### src/rtl/utf8d_pkg.sv
// ----------------------------------------------------------------------------
// UTF-8 stream decoder package
// Shared widths, byte patterns and payload types of the UTF-8 stream decoder.
// ----------------------------------------------------------------------------
`default_nettype none

package utf8d_pkg;

   localparam int BYTE_W       = 8;
   localparam int CODE_POINT_W = 21;
   localparam int EXPECTED_W   = 2;

   localparam logic [CODE_POINT_W-1:0] REPL_CODE_POINT = 21'h00FFFD;

   // Lead byte classes: the byte under the mask must equal the pattern.
   localparam logic [BYTE_W-1:0] LEAD2_MASK    = 8'hE0;
   localparam logic [BYTE_W-1:0] LEAD2_PATTERN = 8'hC0;
   localparam logic [BYTE_W-1:0] LEAD3_MASK    = 8'hF0;
   localparam logic [BYTE_W-1:0] LEAD3_PATTERN = 8'hE0;
   localparam logic [BYTE_W-1:0] LEAD4_MASK    = 8'hF8;
   localparam logic [BYTE_W-1:0] LEAD4_PATTERN = 8'hF0;
   localparam logic [BYTE_W-1:0] CONT_MASK     = 8'hC0;
   localparam logic [BYTE_W-1:0] CONT_PATTERN  = 8'h80;
   localparam logic [BYTE_W-1:0] ASCII_LIMIT   = 8'h80;

   localparam logic [EXPECTED_W-1:0] EXPECT_NONE  = 2'd0;
   localparam logic [EXPECTED_W-1:0] EXPECT_ONE   = 2'd1;
   localparam logic [EXPECTED_W-1:0] EXPECT_TWO   = 2'd2;
   localparam logic [EXPECTED_W-1:0] EXPECT_THREE = 2'd3;

   typedef struct packed {
      logic [CODE_POINT_W-1:0] code_point;
      logic                    was_replaced;
      logic                    last_of_run;
   } rsp_payload_type;

   // Outcome of decoding a byte with no sequence open.
   typedef struct packed {
      logic                    has_result;
      rsp_payload_type         result;
      logic [CODE_POINT_W-1:0] partial_code;
      logic [EXPECTED_W-1:0]   bytes_expected;
   } lead_type;

endpackage

`default_nettype wire

### src/rtl/utf8d_if.sv
// ----------------------------------------------------------------------------
// UTF-8 stream decoder channels
// Valid/ready channels for text bytes in and decoded code points out.
// ----------------------------------------------------------------------------
`default_nettype none

interface utf8d_req_if;
   import utf8d_pkg::*;

   logic              valid;
   logic              ready;
   logic [BYTE_W-1:0] text_byte;

   modport source (output valid, output text_byte, input ready);
   modport sink (input valid, input text_byte, output ready);
endinterface

interface utf8d_rsp_if;
   import utf8d_pkg::*;

   logic                    valid;
   logic                    ready;
   logic [CODE_POINT_W-1:0] code_point;
   logic                    was_replaced;
   logic                    last_of_run;

   modport source (output valid, output code_point, output was_replaced,
                   output last_of_run, input ready);
   modport sink (input valid, input code_point, input was_replaced,
                 input last_of_run, output ready);
endinterface

`default_nettype wire

### src/rtl/utf8d_decode.sv
// ----------------------------------------------------------------------------
// UTF-8 stream decoder: byte decode
// Holds the open sequence and turns one byte into zero, one or two results.
// ----------------------------------------------------------------------------
`default_nettype none

module utf8d_decode (
   input  logic                          clock,
   input  logic                          reset,
   input  logic                          advance,
   input  logic [utf8d_pkg::BYTE_W-1:0]  text_byte,
   output logic [1:0]                    result_count,
   output utf8d_pkg::rsp_payload_type    result0,
   output utf8d_pkg::rsp_payload_type    result1
);
   import utf8d_pkg::*;

   logic [CODE_POINT_W-1:0] partial_ff, partial_in;
   logic [EXPECTED_W-1:0]   expected_ff, expected_in;
   lead_type                lead_now;
   logic [CODE_POINT_W-1:0] shifted;
   rsp_payload_type         repl_last;
   rsp_payload_type         repl_first;

   function automatic lead_type decode_lead(input logic [BYTE_W-1:0] b);
      lead_type l;
      l = '0;
      priority if (b < ASCII_LIMIT) begin
         l.has_result = 1'b1;
         l.result     = '{code_point: {{(CODE_POINT_W-BYTE_W){1'b0}}, b},
                          was_replaced: 1'b0, last_of_run: 1'b1};
      end else if ((b & LEAD2_MASK) == LEAD2_PATTERN) begin
         l.partial_code   = {{(CODE_POINT_W-5){1'b0}}, b[4:0]};
         l.bytes_expected = EXPECT_ONE;
      end else if ((b & LEAD3_MASK) == LEAD3_PATTERN) begin
         l.partial_code   = {{(CODE_POINT_W-4){1'b0}}, b[3:0]};
         l.bytes_expected = EXPECT_TWO;
      end else if ((b & LEAD4_MASK) == LEAD4_PATTERN) begin
         l.partial_code   = {{(CODE_POINT_W-3){1'b0}}, b[2:0]};
         l.bytes_expected = EXPECT_THREE;
      end else begin
         l.has_result = 1'b1;
         l.result     = '{code_point: REPL_CODE_POINT, was_replaced: 1'b1,
                          last_of_run: 1'b1};
      end
      return l;
   endfunction

   assign repl_last  = '{code_point: REPL_CODE_POINT, was_replaced: 1'b1,
                         last_of_run: 1'b1};
   assign repl_first = '{code_point: REPL_CODE_POINT, was_replaced: 1'b1,
                         last_of_run: 1'b0};
   assign shifted    = {partial_ff[CODE_POINT_W-7:0], text_byte[5:0]};

   always_comb begin
      lead_now     = decode_lead(text_byte);
      result_count = 2'd0;
      result0      = lead_now.result;
      result1      = lead_now.result;
      partial_in   = partial_ff;
      expected_in  = expected_ff;
      priority if (text_byte == '0) begin
         // End of text closes any open sequence with a replacement.
         result_count = {1'b0, expected_ff != EXPECT_NONE};
         result0      = repl_last;
         partial_in   = '0;
         expected_in  = EXPECT_NONE;
      end else if (expected_ff == EXPECT_NONE) begin
         result_count = {1'b0, lead_now.has_result};
         partial_in   = lead_now.partial_code;
         expected_in  = lead_now.bytes_expected;
      end else if ((text_byte & CONT_MASK) == CONT_PATTERN) begin
         if (expected_ff == EXPECT_ONE) begin
            result_count = 2'd1;
            result0      = '{code_point: shifted, was_replaced: 1'b0,
                             last_of_run: 1'b1};
            partial_in   = '0;
            expected_in  = EXPECT_NONE;
         end else begin
            partial_in  = shifted;
            expected_in = expected_ff - EXPECT_ONE;
         end
      end else begin
         // A broken sequence is replaced and the byte is decoded again as a lead.
         partial_in  = lead_now.partial_code;
         expected_in = lead_now.bytes_expected;
         if (lead_now.has_result) begin
            result_count = 2'd2;
            result0      = repl_first;
            result1      = lead_now.result;
         end else begin
            result_count = 2'd1;
            result0      = repl_last;
         end
      end
   end

   always_ff @(posedge clock) begin
      if (reset) begin
         partial_ff  <= '0;
         expected_ff <= EXPECT_NONE;
      end else if (advance) begin
         partial_ff  <= partial_in;
         expected_ff <= expected_in;
      end
   end

endmodule

`default_nettype wire

### src/rtl/utf8d_out_queue.sv
// ----------------------------------------------------------------------------
// UTF-8 stream decoder: result queue
// Two-entry queue that takes up to two results at once and hands out one.
// ----------------------------------------------------------------------------
`default_nettype none

module utf8d_out_queue (
   input  logic                       clock,
   input  logic                       reset,
   input  logic [1:0]                 push_count,
   input  utf8d_pkg::rsp_payload_type push0,
   input  utf8d_pkg::rsp_payload_type push1,
   input  logic                       pop,
   output logic [1:0]                 fill_count,
   output logic                       head_valid,
   output utf8d_pkg::rsp_payload_type head
);
   import utf8d_pkg::*;

   rsp_payload_type entries_ff [2];
   logic            head_ff, head_in;
   logic [1:0]      count_ff, count_in;
   logic            tail;

   assign tail       = head_ff ^ count_ff[0];
   assign head_in    = head_ff ^ pop;
   assign count_in   = count_ff + push_count - {1'b0, pop};
   assign fill_count = count_ff;
   assign head_valid = (count_ff != 2'd0);
   assign head       = entries_ff[head_ff];

   always_ff @(posedge clock) begin
      if (reset) begin
         head_ff  <= 1'b0;
         count_ff <= 2'd0;
      end else begin
         head_ff  <= head_in;
         count_ff <= count_in;
      end
   end

   // The caller pushes only what fits in the free entries.
   always_ff @(posedge clock) begin
      if (push_count != 2'd0) begin
         entries_ff[tail] <= push0;
      end
      if (push_count == 2'd2) begin
         entries_ff[~tail] <= push1;
      end
   end

endmodule

`default_nettype wire

### src/rtl/utf8_stream_decoder.sv
// ----------------------------------------------------------------------------
// UTF-8 stream decoder
// Decodes UTF-8 bytes into code points, one byte per cycle while not stalled.
// ----------------------------------------------------------------------------
// Usage:
// Text bytes arrive on the req channel, one per transaction; a zero byte ends
// the text and returns the decoder to its idle state. Decoded code points
// leave on the rsp channel, with was_replaced marking a U+FFFD that stands
// for a malformed sequence and last_of_run marking the final result of a byte.
// A byte taken on the req channel is held in the input register, decoded
// from there and its results are written into the output queue, whose head
// drives the rsp channel. Throughput is one byte per cycle while the queue has
// room for the results. A byte that yields two results while one result is
// still waiting in the two-entry output queue holds until that result leaves,
// and a byte with a result that follows it holds while the full queue drains.
// When the receiver stalls, the queue fills and the input register holds its
// byte, so req ready drops; nothing is lost or repeated.
// Synchronous reset empties the input register and queue and closes any open
// sequence.
// ----------------------------------------------------------------------------
`default_nettype none

module utf8_stream_decoder (
   input  logic  clock,
   input  logic  reset,
   utf8d_req_if.sink   req_bus,
   utf8d_rsp_if.source rsp_bus
);
   import utf8d_pkg::*;

   logic              in_valid_ff, in_valid_in;
   logic [BYTE_W-1:0] in_byte_ff;
   logic              consume;
   logic              accept;
   logic [1:0]        result_count;
   rsp_payload_type   result0;
   rsp_payload_type   result1;
   logic [1:0]        fill_count;
   logic              head_valid;
   rsp_payload_type   head;
   logic              pop;

   utf8d_decode u_decode (
      .clock        (clock),
      .reset        (reset),
      .advance      (consume),
      .text_byte    (in_byte_ff),
      .result_count (result_count),
      .result0      (result0),
      .result1      (result1)
   );

   // Decode only when all results of the byte fit in the queue.
   assign consume = in_valid_ff &&
                    (({1'b0, fill_count} + {1'b0, result_count}) <= 3'd2);
   assign req_bus.ready = !in_valid_ff || consume;
   assign accept        = req_bus.valid && req_bus.ready;
   assign in_valid_in   = accept || (in_valid_ff && !consume);

   always_ff @(posedge clock) begin
      if (reset) begin
         in_valid_ff <= 1'b0;
      end else begin
         in_valid_ff <= in_valid_in;
      end
   end

   always_ff @(posedge clock) begin
      if (accept) begin
         in_byte_ff <= req_bus.text_byte;
      end
   end

   utf8d_out_queue u_out_queue (
      .clock      (clock),
      .reset      (reset),
      .push_count (consume ? result_count : 2'd0),
      .push0      (result0),
      .push1      (result1),
      .pop        (pop),
      .fill_count (fill_count),
      .head_valid (head_valid),
      .head       (head)
   );

   assign pop                  = head_valid && rsp_bus.ready;
   assign rsp_bus.valid        = head_valid;
   assign rsp_bus.code_point   = head.code_point;
   assign rsp_bus.was_replaced = head.was_replaced;
   assign rsp_bus.last_of_run  = head.last_of_run;

endmodule

`default_nettype wire

### src/flat_wrapper.sv
// flat-port wrapper written by rule: the top's interface ports become plain ports
module utf8_stream_decoder_flat import utf8d_pkg::*;
  (clock, reset, req_bus_valid, req_bus_text_byte, req_bus_ready, rsp_bus_valid, rsp_bus_code_point, rsp_bus_was_replaced, rsp_bus_last_of_run, rsp_bus_ready);
  utf8d_req_if req_bus_i ();
  utf8d_rsp_if rsp_bus_i ();
  input  logic clock;
  input  logic reset;
  input wire logic [$bits(req_bus_i.valid)-1:0] req_bus_valid;
  input wire logic [$bits(req_bus_i.text_byte)-1:0] req_bus_text_byte;
  output wire logic [$bits(req_bus_i.ready)-1:0] req_bus_ready;
  output wire logic [$bits(rsp_bus_i.valid)-1:0] rsp_bus_valid;
  output wire logic [$bits(rsp_bus_i.code_point)-1:0] rsp_bus_code_point;
  output wire logic [$bits(rsp_bus_i.was_replaced)-1:0] rsp_bus_was_replaced;
  output wire logic [$bits(rsp_bus_i.last_of_run)-1:0] rsp_bus_last_of_run;
  input wire logic [$bits(rsp_bus_i.ready)-1:0] rsp_bus_ready;
  assign req_bus_i.valid = req_bus_valid;
  assign req_bus_i.text_byte = req_bus_text_byte;
  assign req_bus_ready = req_bus_i.ready;
  assign rsp_bus_valid = rsp_bus_i.valid;
  assign rsp_bus_code_point = rsp_bus_i.code_point;
  assign rsp_bus_was_replaced = rsp_bus_i.was_replaced;
  assign rsp_bus_last_of_run = rsp_bus_i.last_of_run;
  assign rsp_bus_i.ready = rsp_bus_ready;
  utf8_stream_decoder u_core (.clock(clock), .reset(reset), .req_bus(req_bus_i), .rsp_bus(rsp_bus_i));
endmodule
### config.mk
export PLATFORM = sky130hd
export DESIGN_NAME = utf8_stream_decoder_flat
export DESIGN_NICKNAME = d
export VERILOG_FILES = /design/src/rtl/utf8d_pkg.sv /design/src/rtl/utf8d_if.sv /design/src/rtl/utf8d_decode.sv /design/src/rtl/utf8d_out_queue.sv /design/src/rtl/utf8_stream_decoder.sv /design/src/flat_wrapper.sv
export SDC_FILE = /design/constraint.sdc
export NUM_CORES = 1
export LEC_CHECK = 0
export BUFFER_PORTS_ARGS = -buffer_cell sky130_fd_sc_hd__clkbuf_2
export CAP_MARGIN = 25
export CORE_MARGIN = 8
export CORE_UTILIZATION = 58
export DETAILED_ROUTE_END_ITERATION = 10
export PLACE_DENSITY = 0.87
export SKIP_CTS_REPAIR_TIMING = 1
export SYNTH_ARGS = -nofsm -noshare
export SYNTH_HDL_FRONTEND = slang
export SYNTH_SLANG_ARGS = --single-unit
export TNS_END_PERCENT = 50
### constraint.sdc
create_clock -name clock -period 4.7 [get_ports clock]
set_input_delay 0.235 -clock clock [delete_from_list [all_inputs] [get_ports clock]]
set_output_delay 0.235 -clock clock [all_outputs]
set_load 0.01 [all_outputs]
==> results.tsv <==
stage	metric	value	unit
run_status	status	finished clean	
setup_path	cp_max_fo	23	
sta	slew_viol_final	0	
setup_path	setup.worst_path.end_class	flop	
setup_path	worstSetupPathDepth	11	
setup_path	required	4.88	ns
synthesis	netlist_instances	345	
synthesis	yosys.area.top_type	edfxtp_1	
power	power_switching	624.6	uW
cells_and_area	final_cell_mix	edfxtp_1, clkbuf_2, a21oi_1, dfxtp_1, nand2_1	
grt	grt_pass1_wl	13.63	mm
synthesis	synth_flop_cell	edfxtp_1	
cells_and_area	multi_input_area	0.001580	mm2
power	combPwrFrac	29.3	%
synthesis	synth_area	0.003667	mm2
power	clkPwrFrac	28.3	%
place	io_buffers	36	
setup_path	reg2reg_depth	11	
sta	setup_viol	0	
cells_and_area	final_area	0.004146	mm2
clock_network	cts-root-buf	clkbuf_8	
synthesis	synth_edf_count	44	
grt	grt_antenna_before_repair	0	
place	gp_congestion	0.9497	
drt	final_antenna_net_count	0	
setup_path	start_kind	flop	
cells_and_area	fillCellCount	497	
setup_path	critical_path.top_delay_family	simple AND/OR/NAND/NOR gates	
synthesis	ys_ff_latch	75	
place	dpl.cell_count	446	
power	sw_frac_of_total	31.81	%
setup_path	crit_slowest_cell	or4_4	
place	hpwl	5.939	mm
sta	tns	0	ns
cells_and_area	drive_gt1_share	24.68	%
place	post_dp_cell_area	0.003911	mm2
sta	rsz0062_at_grt	no	
sta	post-route-period-util	88.99	%
clock_network	numCtsBuffers	9	
clock_network	htreeDepth	3	
drt	first_iter_violations	288	
floorplanning	rows	29	
setup_path	slowest_delay	0.60	ns
drt	vias	2826	
clock_network	cts_tree	done	
setup_path	critPathBufInv	1	
grt	first_global_vias	2749	
cells_and_area	fin_cells	462	
synthesis	syn_area_per_cell	10.63	um2
floorplanning	boundaryPins	37	
power	internal_power	1339	uW
floorplanning	die_h	95.52	um
sta	period_minus_slack	4.182	ns
sta	hold_ws	0.05428	ns
cells_and_area	final_nets	398	
cells_and_area	seqCellArea	0.001942	mm2
synthesis	synth_area_leaders	edfxtp_1, dfxtp_1, mux2_2	
clock_network	clk_pin_slew	0.08	ns
sta	relSlewSlack	47.78	%
synthesis	yosys.area.top_type_share	36.03	%
drt	remaining_drc_errors	0	
clock_network	cts_sinks	75	
synthesis	async_flop_share	0	%
grt	grt-ovfl-total	0	
flow_run	maxCapViolCount	0	
synthesis	ys_warn_count	0	
place	dp_slack	0.5815	ns
floorplanning	start_util	58.76	%
grt	grt_use_total	19.47	%
min_path	whs_path_depth	1	
sta	finalHoldViolations	0	
drt	drt-wirelength-per-cell	18.08	um
cells_and_area	layout_commonest_cell	edfxtp_1	
min_path	hp-class	input pin to flop	
sta	timing.fmax	239.1	MHz
sta	fin_skew	0.006429	ns
floorplanning	fp.dieW	95.52	um
grt	grt_max_degree	26	
drt	first_pass_iters	5	
floorplanning	die_area	0.009123	mm2
sta	setup_ws	0.5176	ns
floorplanning	core-area	0.006241	mm2
power	power_density	473.5	mW/mm2
synthesis	seq_area_frac_synth	52.95	%
sta	worst_slew_pin_slew	0.7772	ns
synthesis	syn_nets	363	
drt	drt_wl_total	8.353	mm
setup_path	crit_chain	or4_4, o22ai_2, mux2i_1, ha_1, fa_1, a21oi_1, nand2_1, buf_4, nor2_1, nand3_1, o21ai_0	
clock_network	insertion_delay	0.35	ns
power	ir_worst_vdd	0.2931	mV
cells_and_area	syn_to_final_growth	13.07	%
drt	vias_per_cell	6.117	
setup_path	arrival	4.36	ns
power	power.leakage	0.001582	uW
synthesis	yosysUniqueCellTypes	53	
power	power_frac_seq	42.4	%
setup_path	worst-setup-path-type	flop to flop	
clock_network	cts_max_path_buffers	2	
cells_and_area	n_antenna_cell	0	
## sequential cells by signal (all words and copies together) (netlist names)
register	flops
u_core.u_out_queue.entries_ff	46
u_core.u_decode.partial_ff	15
u_core.in_byte_ff	8
u_core.u_decode.expected_ff	2
u_core.u_out_queue.fill_count	2
u_core.in_valid_ff	1
u_core.u_out_queue.head_ff	1
## logic make-up (layout without fill, tap and decap cells)
kind of cell | count (synthesis) | after routing | share of synthesized area [%]
adder cells (fa/ha/maj) | 6 | 6 | 2.252
XOR/XNOR | 7 | 7 | 1.672
AND/OR/NAND/NOR | 91 | 91 | 12.21
AO/OA/AOI/OAI | 109 | 109 | 19.31
flip-flops | 75 | 75 | 52.95
buffers and inverters | 32 | 72 | 3.958
multiplexers | 25 | 25 | 7.642
## power by group through the flow
| stage | Clock (uW) | Sequential [uW] | Combinational [uW] |
|---|---|---|---|
| floorplan | 0 | 826 | 416 |
| global placement | 0 | 842 | 559 |
| detailed placement | 0 | 846 | 575 |
| CTS | 567 | 832 | 579 |
| global route | 589 | 839 | 631 |
| finish | 557 | 832 | 575 |
## worst register-to-register path: cells and delay by family (launching register included)
kind                       cells  cell delay (ns)
and+or+nand+nor                4             1.44
AOI/OAI and AO/OA              3             0.86
adders and majority gates      2             0.67
DFF                            1             0.55
muxes                          1             0.28
buffers and inverters          1             0.22
## final timing paths
path / startpoint / end / slack (ns)
setup / recovery: u_core.in_byte_ff[5] / u_core.u_out_queue.entries_ff[1][13] / 0.52
hold / removal: req_bus_text_byte[2] / u_core.in_byte_ff[2] / 0.05
setup reg to reg: u_core.in_byte_ff[5] / u_core.u_out_queue.entries_ff[1][13] / 0.52
hold reg to reg: u_core.u_decode.expected_ff[1] / u_core.u_decode.expected_ff[1] / 0.47
## layout make-up
cell class,instances,area share (%)
Multi-Input combinational cell,238,38.11
Timing Repair Buffer,46,6.156
Tap cell,77,2.323
Sequential cell,75,46.83
Clock inverter,5,1.479
Clock buffer,11,4.194
Inverter,10,0.9052
## per-stage QoR
| step | power, uW | util [%] |
|---|---|---|
| 4_1_cts | 1978 | 66.44 |
| 6_report | 1964 | 66.44 |
| 3_5_place_dp | 1421 | 62.67 |
| 2_1_floorplan | 1242 | - |
| 5_1_grt | 2059 | 66.44 |
| 3_3_place_gp | 1401 | 62.67 |
## synth_stat cells (2+ instances only)
cell        n
nand4_1     3
nand2b_1    2
xnor2_1     6
a22oi_1     9
o2bb2ai_1   3
nand2_1    29
o21ai_0    28
o21ai_1     5
o31ai_1     2
and3_1      3
nor3_1      3
buf_6       3
inv_1      10
dfxtp_1    31
o22ai_1     5
buf_1       3
buf_2       2
nor2b_1     3
nand3_1    12
o21a_1      2
a22o_1     10
a22oi_2     2
a21oi_4     2
nor2_1     21
clkbuf_1   14
a21oi_1    31
and2_1      5
mux2_2     24
edfxtp_1   44
ha_1        5
## routing by layer
layer	global-route usage, %	vias to the layer above	part of all wire [%]	routed length, um
met1	23.84	1340	43	3579
met3	3.071	18	5.4	455
met5	0	-	0	0
li1	-	1352	-	-
met2	31.30	116	48	4046
met4	12.80	0	3.3	272
Power figures use the tool's default switching activity.
